`config.mk`:
```
export PLATFORM = sky130hd
export DESIGN_NAME = octal_spi_flash_controller
export DESIGN_NICKNAME = d
export VERILOG_FILES = /design/src/rtl/core/octspi_pkg.sv /design/src/rtl/core/octspi_front.sv /design/src/rtl/core/octspi_queue.sv /design/src/rtl/core/octspi_back.sv /design/src/rtl/core/octal_spi_flash_controller.sv
export SDC_FILE = /design/constraint.sdc
export NUM_CORES = 2
export LEC_CHECK = 0
export BUFFER_PORTS_ARGS = -buffer_cell sky130_fd_sc_hd__clkbuf_2
export CAP_MARGIN = 10
export CELL_PAD_IN_SITES_DETAIL_PLACEMENT = 0
export CELL_PAD_IN_SITES_GLOBAL_PLACEMENT = 1
export CORE_MARGIN = 2
export CORE_UTILIZATION = 35
export DETAILED_ROUTE_END_ITERATION = 12
export HOLD_SLACK_MARGIN = 0.12
export PLACE_DENSITY_LB_ADDON = 0.1
export RECOVER_POWER = 50
export SLEW_MARGIN = 10
export SYNTH_ARGS = -nofsm -noshare
export SYNTH_HDL_FRONTEND = slang
export SYNTH_SLANG_ARGS = --single-unit
```
`constraint.sdc`:
```
create_clock -name clk -period 8.95 [get_ports clk]
set_input_delay 0.895 -clock clk [delete_from_list [all_inputs] [get_ports clk]]
set_output_delay 0.895 -clock clk [all_outputs]
set_load 0.01 [all_outputs]
```
`src/rtl/core/octspi_pkg.sv`:
```
// Shared types, constants and register map of the octal serial flash controller.
`timescale 1ns / 1ps
`default_nettype none
package octspi_pkg;

  localparam int WINDOW_ADDR_BITS_DEF = 29;
  localparam int MAX_ACCESS_BYTES_DEF = 8;
  localparam int QDEPTH = 2;

  localparam logic [1:0] MODE_REG_RD = 2'd0;
  localparam logic [1:0] MODE_REG_WR = 2'd1;
  localparam logic [1:0] MODE_WIN_RD = 2'd2;
  localparam logic [1:0] MODE_WIN_WR = 2'd3;

  localparam logic [1:0] KIND_BYTE  = 2'd0;
  localparam logic [1:0] KIND_DUMMY = 2'd1;
  localparam logic [1:0] KIND_RESP  = 2'd2;

  localparam logic [28:0] REG_CR      = 29'h00;
  localparam logic [28:0] REG_MR      = 29'h04;
  localparam logic [28:0] REG_RDR     = 29'h08;
  localparam logic [28:0] REG_TDR     = 29'h0c;
  localparam logic [28:0] REG_SR      = 29'h10;
  localparam logic [28:0] REG_IER     = 29'h14;
  localparam logic [28:0] REG_IDR     = 29'h18;
  localparam logic [28:0] REG_IMR     = 29'h1c;
  localparam logic [28:0] REG_SCFG    = 29'h20;
  localparam logic [28:0] REG_SR2     = 29'h24;
  localparam logic [28:0] REG_IAR     = 29'h30;
  localparam logic [28:0] REG_WICR    = 29'h34;
  localparam logic [28:0] REG_IFR     = 29'h38;
  localparam logic [28:0] REG_RICR    = 29'h3c;
  localparam logic [28:0] REG_SMR     = 29'h40;
  localparam logic [28:0] REG_SKR     = 29'h44;
  localparam logic [28:0] REG_REFRESH = 29'h50;
  localparam logic [28:0] REG_WRACNT  = 29'h54;
  localparam logic [28:0] REG_TOUT    = 29'h64;
  localparam logic [28:0] REG_WPMR    = 29'he4;
  localparam logic [28:0] REG_WPSR    = 29'he8;

  localparam logic [17:0] ST_RDRF    = 18'h00001;
  localparam logic [17:0] ST_TDRE    = 18'h00002;
  localparam logic [17:0] ST_TXEMPTY = 18'h00004;
  localparam logic [17:0] ST_CSR     = 18'h00100;
  localparam logic [17:0] ST_INSTRE  = 18'h00400;
  localparam logic [17:0] ST_LWRA    = 18'h00800;
  localparam logic [17:0] ST_CSFA    = 18'h04000;
  localparam logic [17:0] ST_CSRA    = 18'h08000;
  localparam logic [17:0] ST_RFRSHD  = 18'h10000;
  localparam logic [17:0] ST_TOUT    = 18'h20000;
  localparam logic [17:0] ST_ALL     = 18'h3fd0f;
  localparam logic [17:0] ST_RDCLR   = 18'h3f500;

  localparam int FR_INSTEN = 4;
  localparam int FR_ADDREN = 5;
  localparam int FR_OPTEN  = 6;
  localparam int FR_DATAEN = 7;
  localparam int FR_DDREN  = 15;
  localparam int FR_APBRD  = 24;

  localparam logic [31:0] MR_MASK   = 32'hffff2fbd;
  localparam logic [31:0] SCFG_MASK = 32'h00ffff03;
  localparam logic [31:0] IFR_MASK  = 32'h7fffdfff;
  localparam logic [23:0] WP_KEY    = 24'h515350;

  typedef enum logic [2:0] {
    OP_REG_RD, OP_REG_WR, OP_CTRL, OP_DATA, OP_WIN_RD, OP_WIN_WR, OP_NOP
  } op_t;

  typedef struct packed {
    op_t         op;
    logic [28:0] addr;
    logic [63:0] wdata;
    logic [63:0] rx;
    logic [3:0]  n;
    logic [31:0] off;
  } item_t;

  typedef enum logic [3:0] {
    S_IDLE, S_EXEC, S_OPEN, S_IHI, S_INSTR, S_ADDR, S_OPT, S_DUMMY,
    S_WORD, S_DATA, S_FINAL
  } state_t;

  typedef struct packed {
    logic [17:0] status;
    logic        cs;
    logic        active;
    logic [31:0] count;
  } xfer_t;

  typedef struct packed {
    logic [31:0] mode_reg;
    logic [17:0] int_mask;
    logic [31:0] scramble_cfg;
    logic [31:0] instr_address;
    logic [23:0] write_instr_code;
    logic [30:0] instr_frame;
    logic [23:0] read_instr_code;
    logic [2:0]  scramble_mode;
    logic [31:0] scramble_key;
    logic [31:0] refresh_reg;
    logic [31:0] write_access_limit;
    logic [15:0] timeout_reg;
    logic [2:0]  protect_mode;
    logic [15:0] protect_status;
    logic [15:0] receive_data;
    logic        enabled;
    logic        is_write;
    logic [31:0] next_address;
  } regs_t;

  function automatic xfer_t end_xfer(xfer_t x);
    xfer_t r;
    r = x;
    if (x.active || x.cs) begin
      r.status = r.status | ST_INSTRE;
      if (x.cs) begin
        r.cs = 1'b0;
        r.status = r.status | ST_CSR | ST_CSRA;
      end
    end
    r.active = 1'b0;
    r.count = '0;
    return r;
  endfunction

endpackage
`default_nettype wire

```
`src/rtl/core/octspi_front.sv`:
```
// Request front end: accepts bus requests and classifies them for the sequencer.
`timescale 1ns / 1ps
`default_nettype none
module octspi_front import octspi_pkg::*; #(
  parameter int WINDOW_ADDR_BITS = WINDOW_ADDR_BITS_DEF,
  parameter int MAX_ACCESS_BYTES = MAX_ACCESS_BYTES_DEF
) (
  input  wire logic [1:0]  mode,
  input  wire logic [28:0] addr,
  input  wire logic [63:0] wdata,
  input  wire logic [3:0]  size,
  input  wire logic [63:0] rx_data,
  output item_t            item
);
  localparam logic [63:0] WIN_MASK = (64'd1 << WINDOW_ADDR_BITS) - 64'd1;
  localparam logic [3:0]  MAXN = 4'(MAX_ACCESS_BYTES);

  logic [63:0] off_full;

  assign off_full = {35'd0, addr} & WIN_MASK;

  always_comb begin
    item.addr  = addr;
    item.wdata = wdata;
    item.rx    = rx_data;
    item.off   = off_full[31:0];
    item.n     = (size > MAXN) ? MAXN : size;
    unique case (mode)
      MODE_REG_RD: item.op = OP_REG_RD;
      MODE_REG_WR: begin
        if (addr == REG_CR) item.op = OP_CTRL;
        else if (addr == REG_TDR) item.op = OP_DATA;
        else item.op = OP_REG_WR;
      end
      MODE_WIN_RD: item.op = OP_WIN_RD;
      default:     item.op = OP_WIN_WR;
    endcase
  end
endmodule
`default_nettype wire

```
`src/rtl/core/octspi_queue.sv`:
```
// Short request queue between the front end and the serial sequencer.
`timescale 1ns / 1ps
`default_nettype none
module octspi_queue import octspi_pkg::*; (
  input  wire logic clk,
  input  wire logic rst,
  input  wire logic push,
  input  item_t     wr_item,
  output logic      full,
  input  wire logic pop,
  output logic      rd_valid,
  output item_t     rd_item
);
  localparam int PW = $clog2(QDEPTH);
  localparam int CW = $clog2(QDEPTH + 1);

  item_t         mem [QDEPTH];
  logic [PW-1:0] wptr;
  logic [PW-1:0] rptr;
  logic [CW-1:0] fill;

  assign full     = (fill == CW'(QDEPTH));
  assign rd_valid = (fill != '0);
  assign rd_item  = mem[rptr];

  always_ff @(posedge clk) begin
    if (push) mem[wptr] <= wr_item;
  end

  always_ff @(posedge clk) begin
    if (rst) begin
      wptr <= '0;
      rptr <= '0;
      fill <= '0;
    end else begin
      if (push) wptr <= (wptr == PW'(QDEPTH - 1)) ? '0 : wptr + PW'(1);
      if (pop) rptr <= (rptr == PW'(QDEPTH - 1)) ? '0 : rptr + PW'(1);
      if (push && !pop) fill <= fill + CW'(1);
      else if (pop && !push) fill <= fill - CW'(1);
    end
  end
endmodule
`default_nettype wire

```
`src/rtl/core/octspi_back.sv`:
```
// Serial sequencer: register file, transfer state and result generation.
`timescale 1ns / 1ps
`default_nettype none
module octspi_back import octspi_pkg::*; (
  input  wire logic        clk,
  input  wire logic        rst,
  input  wire logic        q_valid,
  input  item_t            q_item,
  output logic             q_pop,
  output logic             out_valid,
  input  wire logic        out_stall,
  output logic [1:0]       kind,
  output logic [15:0]      serial_word,
  output logic [6:0]       dummy_count,
  output logic [63:0]      read_data,
  output logic             irq_level,
  output logic             chip_select_n,
  output logic             last
);
  state_t      st, st_next, ret, ret_next;
  item_t       cur, cur_next;
  regs_t       regs, regs_next;
  xfer_t       xs, xs_next;
  logic        open_wr, open_wr_next;
  logic [31:0] open_addr, open_addr_next;
  logic [3:0]  cnt, cnt_next;

  logic        adv;
  logic        emit_en;
  logic [1:0]  e_kind;
  logic [15:0] e_word;
  logic [6:0]  e_dummy;
  logic [63:0] e_data;
  logic        e_last;

  logic [30:0] fr;
  logic [23:0] code;
  logic [1:0]  lw_log;
  logic [2:0]  shamt;
  logic [9:0]  cyc_bits;
  logic [6:0]  dbytes;
  logic [1:0]  nb_m1;
  logic        has_hi;
  state_t      p_dummy, p_opt, p_addr, p_instr, p_first;
  logic        ready;
  logic        prot;
  logic [31:0] v;
  logic [63:0] nmask;

  assign adv = !out_valid || !out_stall;
  assign fr  = regs.instr_frame;
  assign code = open_wr ? regs.write_instr_code : regs.read_instr_code;
  assign v   = cur.wdata[31:0];

  always_comb begin
    unique case (fr[3:0])
      4'd3, 4'd5: lw_log = 2'd1;
      4'd4, 4'd6: lw_log = 2'd2;
      4'd8, 4'd9: lw_log = 2'd3;
      default:    lw_log = 2'd0;
    endcase
  end

  assign shamt    = {1'b0, lw_log} + {2'b0, fr[FR_DDREN]};
  assign cyc_bits = {4'd0, fr[21:16]} << shamt;
  assign dbytes   = 7'((cyc_bits + 10'd7) >> 3);
  assign nb_m1    = fr[11:10];
  assign has_hi   = fr[FR_INSTEN] && (fr[30:28] == 3'd2 || fr[30:28] == 3'd3);

  assign p_dummy = (dbytes != '0) ? S_DUMMY : ret;
  assign p_opt   = fr[FR_OPTEN] ? S_OPT : p_dummy;
  assign p_addr  = fr[FR_ADDREN] ? S_ADDR : p_opt;
  assign p_instr = fr[FR_INSTEN] ? S_INSTR : p_addr;
  assign p_first = has_hi ? S_IHI : p_instr;

  assign ready = regs.enabled && regs.mode_reg[0] && fr[FR_DATAEN];
  assign nmask = (cur.n >= 4'd8) ? '1 : ((64'd1 << {cur.n, 3'b000}) - 64'd1);

  always_comb begin
    unique case (cur.addr)
      REG_CR:                 prot = regs.protect_mode[2];
      REG_IER, REG_IDR:       prot = regs.protect_mode[1];
      REG_MR, REG_SCFG, REG_IAR, REG_WICR, REG_IFR, REG_RICR, REG_SMR, REG_SKR,
      REG_REFRESH, REG_WRACNT, REG_TOUT:
                              prot = regs.protect_mode[0];
      default:                prot = 1'b0;
    endcase
  end

  always_comb begin
    st_next = st;
    ret_next = ret;
    cur_next = cur;
    regs_next = regs;
    xs_next = xs;
    open_wr_next = open_wr;
    open_addr_next = open_addr;
    cnt_next = cnt;
    q_pop = 1'b0;
    emit_en = 1'b0;
    e_kind = KIND_BYTE;
    e_word = '0;
    e_dummy = '0;
    e_data = '0;
    e_last = 1'b0;
    unique case (st)
      S_IDLE: begin
        if (q_valid) begin
          q_pop = 1'b1;
          cur_next = q_item;
          cnt_next = '0;
          st_next = S_EXEC;
        end
      end
      S_EXEC: begin
        st_next = S_FINAL;
        if ((cur.op == OP_CTRL || cur.op == OP_DATA || cur.op == OP_REG_WR) && prot) begin
          regs_next.protect_status = {cur.addr[7:0], 8'h01};
          cur_next.op = OP_NOP;
        end else begin
          unique case (cur.op)
            OP_CTRL: begin
              if (v[7]) begin
                regs_next = '0;
                xs_next = '0;
                cur_next.op = OP_NOP;
              end else begin
                if (v[1]) begin
                  xs_next = end_xfer(xs);
                  regs_next.enabled = 1'b0;
                end else if (v[0]) begin
                  regs_next.enabled = 1'b1;
                  xs_next.status = xs_next.status | ST_TDRE | ST_TXEMPTY | ST_RFRSHD;
                end
                if (v[5]) xs_next.status = xs_next.status | ST_RFRSHD;
                if (v[10]) xs_next.status = xs_next.status & ~ST_TOUT;
                if (v[9]) begin
                  open_wr_next = !fr[FR_APBRD];
                  open_addr_next = regs.instr_address;
                  ret_next = S_FINAL;
                  st_next = S_OPEN;
                end
              end
            end
            OP_DATA: begin
              if (!xs.active) begin
                open_wr_next = 1'b1;
                open_addr_next = regs.instr_address;
                ret_next = S_WORD;
                st_next = S_OPEN;
              end else begin
                st_next = S_WORD;
              end
            end
            OP_WIN_RD: begin
              if (ready) begin
                st_next = S_DATA;
                if (!xs.active || regs.is_write ||
                    (fr[FR_ADDREN] && regs.next_address != cur.off)) begin
                  open_wr_next = 1'b0;
                  open_addr_next = cur.off;
                  ret_next = S_DATA;
                  st_next = S_OPEN;
                end
              end
            end
            OP_WIN_WR: begin
              if (ready) begin
                st_next = S_DATA;
                if (!xs.active || !regs.is_write ||
                    (fr[FR_ADDREN] && regs.next_address != cur.off)) begin
                  open_wr_next = 1'b1;
                  open_addr_next = cur.off;
                  ret_next = S_DATA;
                  st_next = S_OPEN;
                end
              end
            end
            default: st_next = S_FINAL;
          endcase
        end
      end
      S_OPEN: begin
        if (xs.active) xs_next = end_xfer(xs);
        if (!xs_next.cs) begin
          xs_next.cs = 1'b1;
          xs_next.status = xs_next.status | ST_CSFA;
        end
        xs_next.active = 1'b1;
        xs_next.count = '0;
        regs_next.is_write = open_wr;
        regs_next.next_address = open_addr;
        st_next = p_first;
        if (p_first == S_ADDR) cnt_next = {2'b00, nb_m1};
      end
      S_IHI: begin
        if (adv) begin
          emit_en = 1'b1;
          e_word = {8'h00, code[15:8]};
          st_next = S_INSTR;
        end
      end
      S_INSTR: begin
        if (adv) begin
          emit_en = 1'b1;
          e_word = {8'h00, code[7:0]};
          st_next = p_addr;
          if (p_addr == S_ADDR) cnt_next = {2'b00, nb_m1};
        end
      end
      S_ADDR: begin
        if (adv) begin
          emit_en = 1'b1;
          e_word = {8'h00, 8'(open_addr >> {cnt[1:0], 3'b000})};
          if (cnt == '0) st_next = p_opt;
          else cnt_next = cnt - 4'd1;
        end
      end
      S_OPT: begin
        if (adv) begin
          emit_en = 1'b1;
          e_word = {8'h00, code[23:16]};
          st_next = p_dummy;
        end
      end
      S_DUMMY: begin
        if (adv) begin
          emit_en = 1'b1;
          e_kind = KIND_DUMMY;
          e_dummy = dbytes;
          st_next = ret;
        end
      end
      S_WORD: begin
        if (adv) begin
          emit_en = 1'b1;
          e_word = v[15:0];
          st_next = S_FINAL;
        end
      end
      S_DATA: begin
        if (cnt == cur.n) begin
          st_next = S_FINAL;
        end else if (adv) begin
          emit_en = 1'b1;
          if (cur.op == OP_WIN_WR) e_word = {8'h00, 8'(cur.wdata >> {cnt[2:0], 3'b000})};
          cnt_next = cnt + 4'd1;
        end
      end
      S_FINAL: begin
        if (adv) begin
          emit_en = 1'b1;
          e_kind = KIND_RESP;
          e_last = 1'b1;
          st_next = S_IDLE;
          unique case (cur.op)
            OP_REG_RD: begin
              unique case (cur.addr)
                REG_MR:   e_data = 64'(regs.mode_reg);
                REG_RDR: begin
                  xs_next.status = xs.status & ~ST_RDRF;
                  e_data = 64'(regs.receive_data);
                end
                REG_SR: begin
                  xs_next.status = xs.status & ~ST_RDCLR;
                  e_data = 64'(xs.status);
                end
                REG_IMR:  e_data = 64'(regs.int_mask);
                REG_SCFG: e_data = 64'(regs.scramble_cfg);
                REG_SR2: begin
                  if (regs.enabled) e_data = xs.cs ? 64'h2 : 64'h16;
                end
                REG_IAR:     e_data = 64'(regs.instr_address);
                REG_WICR:    e_data = 64'(regs.write_instr_code);
                REG_IFR:     e_data = 64'(regs.instr_frame);
                REG_RICR:    e_data = 64'(regs.read_instr_code);
                REG_SMR:     e_data = 64'(regs.scramble_mode);
                REG_REFRESH: e_data = 64'(regs.refresh_reg);
                REG_WRACNT:  e_data = 64'(regs.write_access_limit);
                REG_TOUT:    e_data = 64'(regs.timeout_reg);
                REG_WPMR:    e_data = 64'(regs.protect_mode);
                REG_WPSR: begin
                  e_data = 64'(regs.protect_status);
                  regs_next.protect_status = '0;
                end
                default: e_data = '0;
              endcase
            end
            OP_REG_WR: begin
              unique case (cur.addr)
                REG_MR:   regs_next.mode_reg = v & MR_MASK;
                REG_IER:  regs_next.int_mask = regs.int_mask | (v[17:0] & ST_ALL);
                REG_IDR:  regs_next.int_mask = regs.int_mask & ~(v[17:0] & ST_ALL);
                REG_SCFG: regs_next.scramble_cfg = v & SCFG_MASK;
                REG_IAR:  regs_next.instr_address = v;
                REG_WICR: regs_next.write_instr_code = v[23:0];
                REG_IFR:  regs_next.instr_frame = v[30:0] & IFR_MASK[30:0];
                REG_RICR: regs_next.read_instr_code = v[23:0];
                REG_SMR: begin
                  if (regs.scramble_mode[2]) regs_next.scramble_mode = {1'b1, v[1:0]};
                  else regs_next.scramble_mode = v[2:0];
                end
                REG_SKR: begin
                  if (!regs.scramble_mode[2]) regs_next.scramble_key = v;
                end
                REG_REFRESH: regs_next.refresh_reg = v;
                REG_WRACNT:  regs_next.write_access_limit = v;
                REG_TOUT:    regs_next.timeout_reg = v[15:0];
                REG_WPMR: begin
                  if (v[31:8] == WP_KEY) regs_next.protect_mode = v[2:0];
                end
                default: ;
              endcase
            end
            OP_CTRL: begin
              if ((v[9] && !fr[FR_DATAEN]) || v[24]) xs_next = end_xfer(xs);
            end
            OP_DATA: begin
              regs_next.receive_data = cur.rx[15:0];
              xs_next.status = xs.status | ST_RDRF | ST_TDRE | ST_TXEMPTY;
            end
            OP_WIN_RD: begin
              if (ready) begin
                e_data = cur.rx & nmask;
                regs_next.next_address = cur.off + 32'(cur.n);
                xs_next.count = xs.count + 32'(cur.n);
              end else begin
                e_data = nmask;
              end
            end
            OP_WIN_WR: begin
              if (ready) begin
                regs_next.next_address = cur.off + 32'(cur.n);
                xs_next.count = xs.count + 32'(cur.n);
                if (regs.write_access_limit == '0 ||
                    xs_next.count >= regs.write_access_limit)
                  xs_next.status = xs_next.status | ST_LWRA;
              end
            end
            default: ;
          endcase
        end
      end
      default: st_next = S_IDLE;
    endcase
  end

  always_ff @(posedge clk) begin
    cur <= cur_next;
    open_wr <= open_wr_next;
    open_addr <= open_addr_next;
    if (emit_en) begin
      kind <= e_kind;
      serial_word <= e_word;
      dummy_count <= e_dummy;
      read_data <= e_data;
      last <= e_last;
      irq_level <= |(xs_next.status & regs_next.int_mask);
      chip_select_n <= !xs_next.cs;
    end
  end

  always_ff @(posedge clk) begin
    if (rst) begin
      st <= S_IDLE;
      ret <= S_IDLE;
      cnt <= '0;
      regs <= '0;
      xs <= '0;
      out_valid <= 1'b0;
    end else begin
      st <= st_next;
      ret <= ret_next;
      cnt <= cnt_next;
      regs <= regs_next;
      xs <= xs_next;
      if (emit_en) out_valid <= 1'b1;
      else if (!out_stall) out_valid <= 1'b0;
    end
  end
endmodule
`default_nettype wire

```
`src/rtl/core/octal_spi_flash_controller.sv`:
```
// Top level of the octal serial flash controller: front end, queue and sequencer.
`timescale 1ns / 1ps
`default_nettype none
// Each bus request (register read/write or memory window read/write) yields a
// stream of results that may hold serial bytes for instruction, address and
// option phases, at most one dummy-run result and data bytes, and that ends
// in a closing response flagged by last. Requests pass a classifying front end
// into a two-entry queue; the serial sequencer produces at most one result per
// cycle, none while the output is stalled. Opening a new transfer adds an open
// step; the sequencer is the limiting unit and handles one request at a time.
module octal_spi_flash_controller import octspi_pkg::*; #(
  parameter int WINDOW_ADDR_BITS = WINDOW_ADDR_BITS_DEF,
  parameter int MAX_ACCESS_BYTES = MAX_ACCESS_BYTES_DEF
) (
  input  wire logic        clk,
  input  wire logic        rst,
  input  wire logic        in_valid,
  output logic             in_stall,
  input  wire logic [1:0]  mode,
  input  wire logic [28:0] addr,
  input  wire logic [63:0] wdata,
  input  wire logic [3:0]  size,
  input  wire logic [63:0] rx_data,
  output logic             out_valid,
  input  wire logic        out_stall,
  output logic [1:0]       kind,
  output logic [15:0]      serial_word,
  output logic [6:0]       dummy_count,
  output logic [63:0]      read_data,
  output logic             irq_level,
  output logic             chip_select_n,
  output logic             last
);
  item_t f_item;
  item_t q_item;
  logic  q_full;
  logic  q_valid;
  logic  q_pop;

  assign in_stall = q_full;

  octspi_front #(
    .WINDOW_ADDR_BITS(WINDOW_ADDR_BITS),
    .MAX_ACCESS_BYTES(MAX_ACCESS_BYTES)
  ) u_front (
    .mode(mode), .addr(addr), .wdata(wdata), .size(size), .rx_data(rx_data),
    .item(f_item)
  );

  octspi_queue u_queue (
    .clk(clk), .rst(rst), .push(in_valid && !q_full), .wr_item(f_item),
    .full(q_full), .pop(q_pop), .rd_valid(q_valid), .rd_item(q_item)
  );

  octspi_back u_back (
    .clk(clk), .rst(rst), .q_valid(q_valid), .q_item(q_item), .q_pop(q_pop),
    .out_valid(out_valid), .out_stall(out_stall), .kind(kind),
    .serial_word(serial_word), .dummy_count(dummy_count), .read_data(read_data),
    .irq_level(irq_level), .chip_select_n(chip_select_n), .last(last)
  );
endmodule
`default_nettype wire

```
* Word-level counts from Yosys, hierarchy flattened
Memories as Yosys holds them, arrays and structs flattened. A register that Yosys moved wholly into a read port is not among the register bits.
Cells that the tools add are included.
** Word-level totals
- Memory bits (read-only) :: 0
- Bits in writable memories :: 386
- Register bits after elaboration :: 735
- Input bits :: 167
- Latch bits :: 0
- Memories :: 1
** Operators by class
- Bitwise gates (word level) :: 6
- Muxes and demuxes :: 162
- Div/mod/pow operators :: 0
- $add $sub $neg :: 11
- Equal/unequal tests :: 103
- Shifts and indexed selects :: 4
- Multipliers :: 0
- Order comparisons :: 3
- Reductions and logical operators :: 80
** Memory list
- u_queue.mem :: words 2, width 193, rd ports 1, clocked after Yosys merged registers in 1, write ports 1, line octspi_queue.sv:17 : item_t mem [QDEPTH];
** Operator list (count)
- 64-bit one-hot mux with 16 select lines :: 1
- 343-bit 2-to-1 mux :: 2
- 343-bit one-hot mux with 2 select lines :: 1
- 311-bit 2-to-1 mux :: 2
- 32-bit 2-to-1 mux :: 18
- 377-bit 2-to-1 mux :: 1
- 52-bit 2-to-1 mux :: 5
- 196-bit 2-to-1 mux :: 1
- 64-bit 2-to-1 mux :: 3
- 29-bit by 6-bit == test with 1-bit output (second input constant) :: 6
- 4-bit 2-to-1 mux :: 39
- 52-bit one-hot mux with 3 select lines :: 1
- 50-bit 2-to-1 mux :: 3
- 29-bit by 7-bit == test with 1-bit output (second input constant) :: 5
- 16-bit 2-to-1 mux :: 9
- 32-bit one-hot mux with 4 select lines :: 1
- 64-bit one-hot mux with 2 select lines :: 1
- 29-bit by 5-bit == test with 1-bit output (second input constant) :: 4
- 16-bit one-hot mux with 6 select lines :: 1
- 32-bit one-hot mux with 3 select lines :: 1
- 17-bit 2-to-1 mux :: 5
- 7-bit AND reduction :: 12
- 24-bit 2-to-1 mux :: 3
- 18-bit one-hot mux with 2 select lines :: 2
- 86 further kinds :: 242

* Depth between registers and ports, before layout
- Depth after elaboration :: 15
- Depth in mapped cells :: 17
- Mapped depth without buffers :: 17

* Cells and area by module
From an unflattened synthesis, not the netlist that was laid out.
** Unflattened totals
- Cell total of the unflattened synthesis :: 4153
- Area total of the unflattened synthesis :: 49688.9 µm²
** Modules (own cells, without submodules)
- octspi_back :: cells each 3310, area an instance 33190.6 µm², instances 1, sequential area each 17286.6 µm²
- octspi_queue :: cells each 632, area an instance 14928.1 µm², instances 1, sequential area each 11871.4 µm²
- octspi_front :: cells each 210, area an instance 1556.5 µm², instances 1, sequential area each 0.0 µm²
- octal_spi_flash_controller :: cells each 1, area an instance 13.8 µm², instances 1, sequential area each 0.0 µm²

* Worst setup path after synthesis
No wires, ideal clock.
- Kind :: input to register
- Start :: input port in_valid
- End :: memory u_queue.mem[0][100] in the netlist's numbering, enable pin
- Buffers on the path :: 0
- Setup slack :: 473 ps
- Library setup time :: 690 ps
- Arrival :: 7787 ps
- Stages on the path :: 2
- Cells stage by stage :: nand2_1 -> nor2_1
** On the way
- Word-level cells in the longest chain between the ends :: 3
** RTL lines
- from (decl) :: line octal_spi_flash_controller.sv:17 : input wire logic in_valid,
- 1-bit logical AND :: line octal_spi_flash_controller.sv:51 : .clk(clk), .rst(rst), .push(in_valid && !q_full), .wr_item(f_item),
- 1-bit 2-to-1 mux :: line octspi_queue.sv:27 : if (push) mem[wptr] <= wr_item;
- 1-bit 2-to-1 mux (not written as such) :: line octspi_queue.sv:27
- to (decl) :: line octspi_queue.sv:17
No other way between the ends.

* Worst setup path after layout
- Start :: register u_back.st[1]
- End :: register u_back.irq_level (data pin)
** On the way
- Word-level cells in the longest chain between the ends :: 4
- Elaborated cells on any way between the ends :: 7
- Classes of those cells :: eq/ne: 3; mux: 2; bitwise: 1; reduce/logical: 1
** RTL lines
- from (decl) :: line octspi_back.sv:20 : state_t st, st_next, ret, ret_next;
- from (signal assigned) :: line octspi_back.sv:372 : st <= st_next;
- 4-bit == test, or another cell as far along :: line octspi_back.sv:106 : unique case (st)
- 52-bit one-hot mux with 3 select lines or 343-bit one-hot mux with 2 select lines (tied branches) :: line octspi_back.sv:106
- 18-bit bitwise AND * :: line octspi_back.sv:358 : irq_level <= |(xs_next.status & regs_next.int_mask);
- 18-bit OR reduction * :: line octspi_back.sv:358
- to (signal assigned) :: line octspi_back.sv:358
- to (decl) :: line octspi_back.sv:16 : output logic irq_level,
Mark *: on every way between the ends. The rest lies on a longest branch, timed or not.
A chain may end at the register's enable or synchronous reset.

==> impl_summary.txt <==
----------------------------------------------------
[Cells and area]
  Synth-to-Final Area Change ... 13.8%
  Number of nets in the finished design ... 4332
  Final core area utilization ... about 40%
  Layout cells sized above 1 ... roughly an eighth

[Logic synthesis]
  Cell type with the largest total area after synthesis ... edfxtp_1
  Leading register cell type out of synthesis ... edfxtp_1
  Count of cell types in the netlist ... a little over 90
  Parity-gate share of the synthesized area counting xor and xnor cells ... 2.11%
  Cells after Synth ... 3976
  Fraction of the mapped netlist area in simple logic gates ... around 12%
  Portion of netlist area occupied by mux cells ... between 6 and 7%
  Synth warnings ... 0
  Adder and majority cell fraction of the synthesized area ... about 1.4%
  Number of enable-type register cells in the synthesized netlist ... between 600 and 700
  Post-synthesis register bit count ... about 1000
  Mean cell area of the mapped netlist ... 11.2 µm²
  Combinational family with the most area after synthesis ... compound AO/OA/AOI/OAI gates
  Fraction of the mapped netlist area in compound gates ... between 10% and 20%
  Portion of synthesized cell area occupied by the leading cell type ... between 40% and 50%
  Sequential area share after synthesis ... between 50% and 60%
  Cell types occupying the most area after synthesis ... edfxtp_1 (42%), dfxtp_1 (17%), nand2_1 (4.4%), a21oi_1 (4.4%), mux2_2 (4.2%)
  Proportion of register bits with asynchronous set or reset after synthesis ... 0%
  Netlist area before placement ... approximately 44000 µm²
  Synthesized net count ... ~4200

[Timing]
  Worst-case clock skew ... slightly above 0.05 ns
  Worst-case headroom to the max-slew limit ... -143%
  Tightest Pin Transition ... about 3.6 ns
  Highest clock rate ... approximately 180 MHz
  Final WS setup ... 3.31 ns
  Final period demand of the worst path ... approximately 5.6 ns
  Max-slew violation count ... between 600 and 700
  Setup tns final ... 0 ns
  Setup repair after global routing missed its margin ... false
  Final Hold Violating Endpoints ... 0
  Final hold slack ... 0.328 ns
  Number of endpoints failing setup at the final stage ... 0
  Part of the cycle the worst path needs ... 63.0%

[Setup path]
  Launch instance of the worst register-to-register path ... u_back.st[1]$_SDFFE_PP0P_
  Length in cells of the worst reg-to-reg path ... 12
  Classification of the worst setup path ... reg -> reg
  Required time of the worst setup path ... 9.53 ns
  Worst setup endpoint ... u_back.irq_level$_DFFE_PP_
  Worst R2R Setup Slack ... roughly 3.3 ns
  Capturing point of the worst reg2reg path ... u_back.irq_level$_DFFE_PP_
  Sort of element at the start of the critical path ... register
  Critical Path Source ... u_back.st[1]$_SDFFE_PP0P_
  Setup crit end kind ... register
  Signal arrival time at the worst endpoint ... between 6 and 7 ns
  Crit-path max FO ... 26

[Clock network]
  Clock-pin slew reported for the worst setup and hold paths after clock tree synthesis ... approximately 0.06 ns
  Insertion delay to the later sink of the worst-skew pair ... ~0.76 ns
  Number of buffers inserted for hold repair after clock tree synthesis ... 0
  Total CTS buffers ... between 100 and 150
  CTS tree ... built
  H-tree Lvls ... 3
  Post-CTS Setup Inserts ... 0
  Buffer depth of the longest clock path ... 3
  Clock sink count ... approximately 1000
  Post-cts gate resize count ... 0
  Master cell of the clock root buffer ... clkbuf_16

[Route]
  Length of routed wiring on met1 ... around 73 mm
  Drt first-iter violations ... roughly 3600
  Via/cell ratio ... between 5 and 6
  Final wirelength ... roughly 160 mm
  First drt pass iteration count ... 6
  DRC violation count after routing ... 0
  Met3 routed WL ... 12.2 mm
  Routed met2 length ... approximately 74 mm
  Uppermost layer routed ... met5
  Routed Antenna Nets ... 0
  Average wire per cell in the routed design ... roughly 28 µm
  Via Count ... 33200

[Floorplanning]
  Top-level port count ... between 200 and 300
  Die Wd ... 360 µm
  Core region area ... ~130000 µm²
  Initial Util ... a little over a third
  Die height ... ~360 µm
  Cell Rows ... 130
  Die Footprint ... 130000 µm²

[Placement]
  DP Wirelength ... about 110 mm
  Total of buffers placed on input and output ports ... 260
  Placer Congestion ... 0.934
  Pre-CTS setup slack ... between 3 and 4 ns

[Flow run]
  Max-capacitance violation count ... 14

[Outcome]
  Failing checks ... max-capacitance violations, max-slew violations
  Run status ... complete, but fails checks

[Global route]
  Overall global routing resource usage ... between 20% and 30%
  Remaining Overflow, GRT ... 0
  Vias in the first global route ... 31600
  Largest net degree at the start of global routing ... about 180
  Antenna violations before repair ... 8
  Wire length of the first global-routing pass ... about 230 mm

[Power]
  Leakage ... 16.2 nW
  Total power of the final layout ... 0.0146 W
  Power density normalized to cell area ... 288 nW/µm²
  Peak supply drop ... 0.186 mV

[Min path]
  Classification of the worst-slack hold path ... in -> reg

----------------------------------------------------
per-stage QoR:
step	instances	instance area, µm²
2_1_floorplan	3976	44400
3_3_place_gp	5652	47200
3_5_place_dp	5652	47200
4_1_cts	5862	50900
5_1_grt	5863	50500
6_report	5866	50500
worst min-delay path by stage:
stage	start	end	slack, ns	cells past startpoint
final	rx_data[63]	u_queue.mem[0][96]$_DFFE_PP_	0.33	1
after global routing	rx_data[63]	u_queue.mem[0][96]$_DFFE_PP_	0.31	1
after CTS	rx_data[59]	u_queue.mem[1][92]$_DFFE_PP_	0.28	1
after detailed placement	u_back.regs[125]$_SDFFE_PP0P_	u_back.regs[125]$_SDFFE_PP0P_	0.45	2
after global placement	u_back.regs[134]$_SDFFE_PP0P_	u_back.regs[134]$_SDFFE_PP0P_	0.44	2
after floorplan	u_back.regs[42]$_SDFFE_PP0P_	u_back.regs[42]$_SDFFE_PP0P_	0.43	2
cell type report:
type	count	area [µm²]
antenna	4	10.0
clock buffer	144	2980
clock inverter	66	697
fill	12300	75200
inverter	63	238
multi-input combinational	2603	16700
sequential	1004	26300
tap	1650	2060
timing repair buffer	332	1560
routing by layer:
metal  vias up  GRT usage (%)
met3       208           4.35
met5         -              0
li1      15000              -
met2      1274           37.9
met4         6           9.05
met1     16700           34.5
power breakdown:
group	total, W	internal [W]	switching, W
combinational	0.00338	0.000952	0.00242
clock	0.00463	0.00261	0.00203
sequential	0.00656	0.00600	0.000566
total	0.0146	0.00956	0.00502
worst max-delay path, cell delays in order (launching register included):
cell      delay [ns]
dfxtp_1         0.30
clkbuf_1        0.75
nor4bb_1        0.53
clkbuf_1        1.26
nand2_1         0.12
buf_4           0.32
inv_1           0.13
nand2_1         0.35
or4_1           0.56
a311oi_1        0.40
o211ai_1        0.37
and4_1          0.27
nand4_1         0.07
logic make-up after synthesis:
family,after synthesis
flops,1004
simple gates,1151
xor+xnor,107
fa+ha+maj,49
buf+inv,369
mux,228
compound gates,1068
synthesized netlist by cell type, types with 16 or more instances:
master / number
o21ai_0: 270
nand4_1: 31
o21a_1: 44
xor2_1: 61
a311oi_1: 16
and3_1: 46
buf_6: 17
a222oi_1: 17
mux2_2: 165
nand2b_1: 19
mux4_2: 24
nand3_1: 87
dfxtp_1: 387
ha_1: 46
a21o_1: 18
a22o_1: 34
nand2_1: 522
clkbuf_1: 217
nor3_1: 51
nor2b_1: 16
inv_1: 63
a41o_1: 17
edfxtp_1: 617
a221oi_1: 68
nor2_1: 195
a21oi_1: 388
buf_2: 55
nor4_1: 43
xnor2_1: 46
mux2i_1: 39
a31oi_1: 16
and2_1: 53
a22oi_1: 84
sequential cells by signal (all words and copies together), names as in the netlist, 2 cells and up, named ones only:
register	flops
u_back.fr	30
u_queue.fill	2
u_back.read_data	64
u_back.regs	288
u_back.kind	2
u_queue.mem	328
u_back.st	4
u_back.ret	3
u_back.open_addr	32
u_back.cur	164
u_back.dummy_count	7
u_back.cnt	4
u_back.serial_word	16
u_back.xs	52
cell usage in the layout, fill, tap and decap left out, drive strengths merged, types with 17 or more instances in the layout:
| cell | count |
|---|---|
| nand2b | 19 |
| mux2i | 39 |
| mux2 | 165 |
| a21oi | 389 |
| nor3 | 51 |
| inv | 66 |
| mux4 | 24 |
| o21ai | 275 |
| a41o | 17 |
| a22oi | 84 |
| a222oi | 17 |
| clkbuf | 413 |
| xor2 | 61 |
| nor2 | 204 |
| nor4 | 52 |
| buf | 63 |
| and3 | 46 |
| edfxtp | 617 |
| clkinv | 42 |
| ha | 46 |
| a221oi | 68 |
| a22o | 34 |
| xnor2 | 46 |
| and2 | 54 |
| o21a | 44 |
| dfxtp | 387 |
| nand4 | 33 |
| a21o | 18 |
| nand3 | 87 |
| nand2 | 522 |
(Power assumes the default switching activity.)
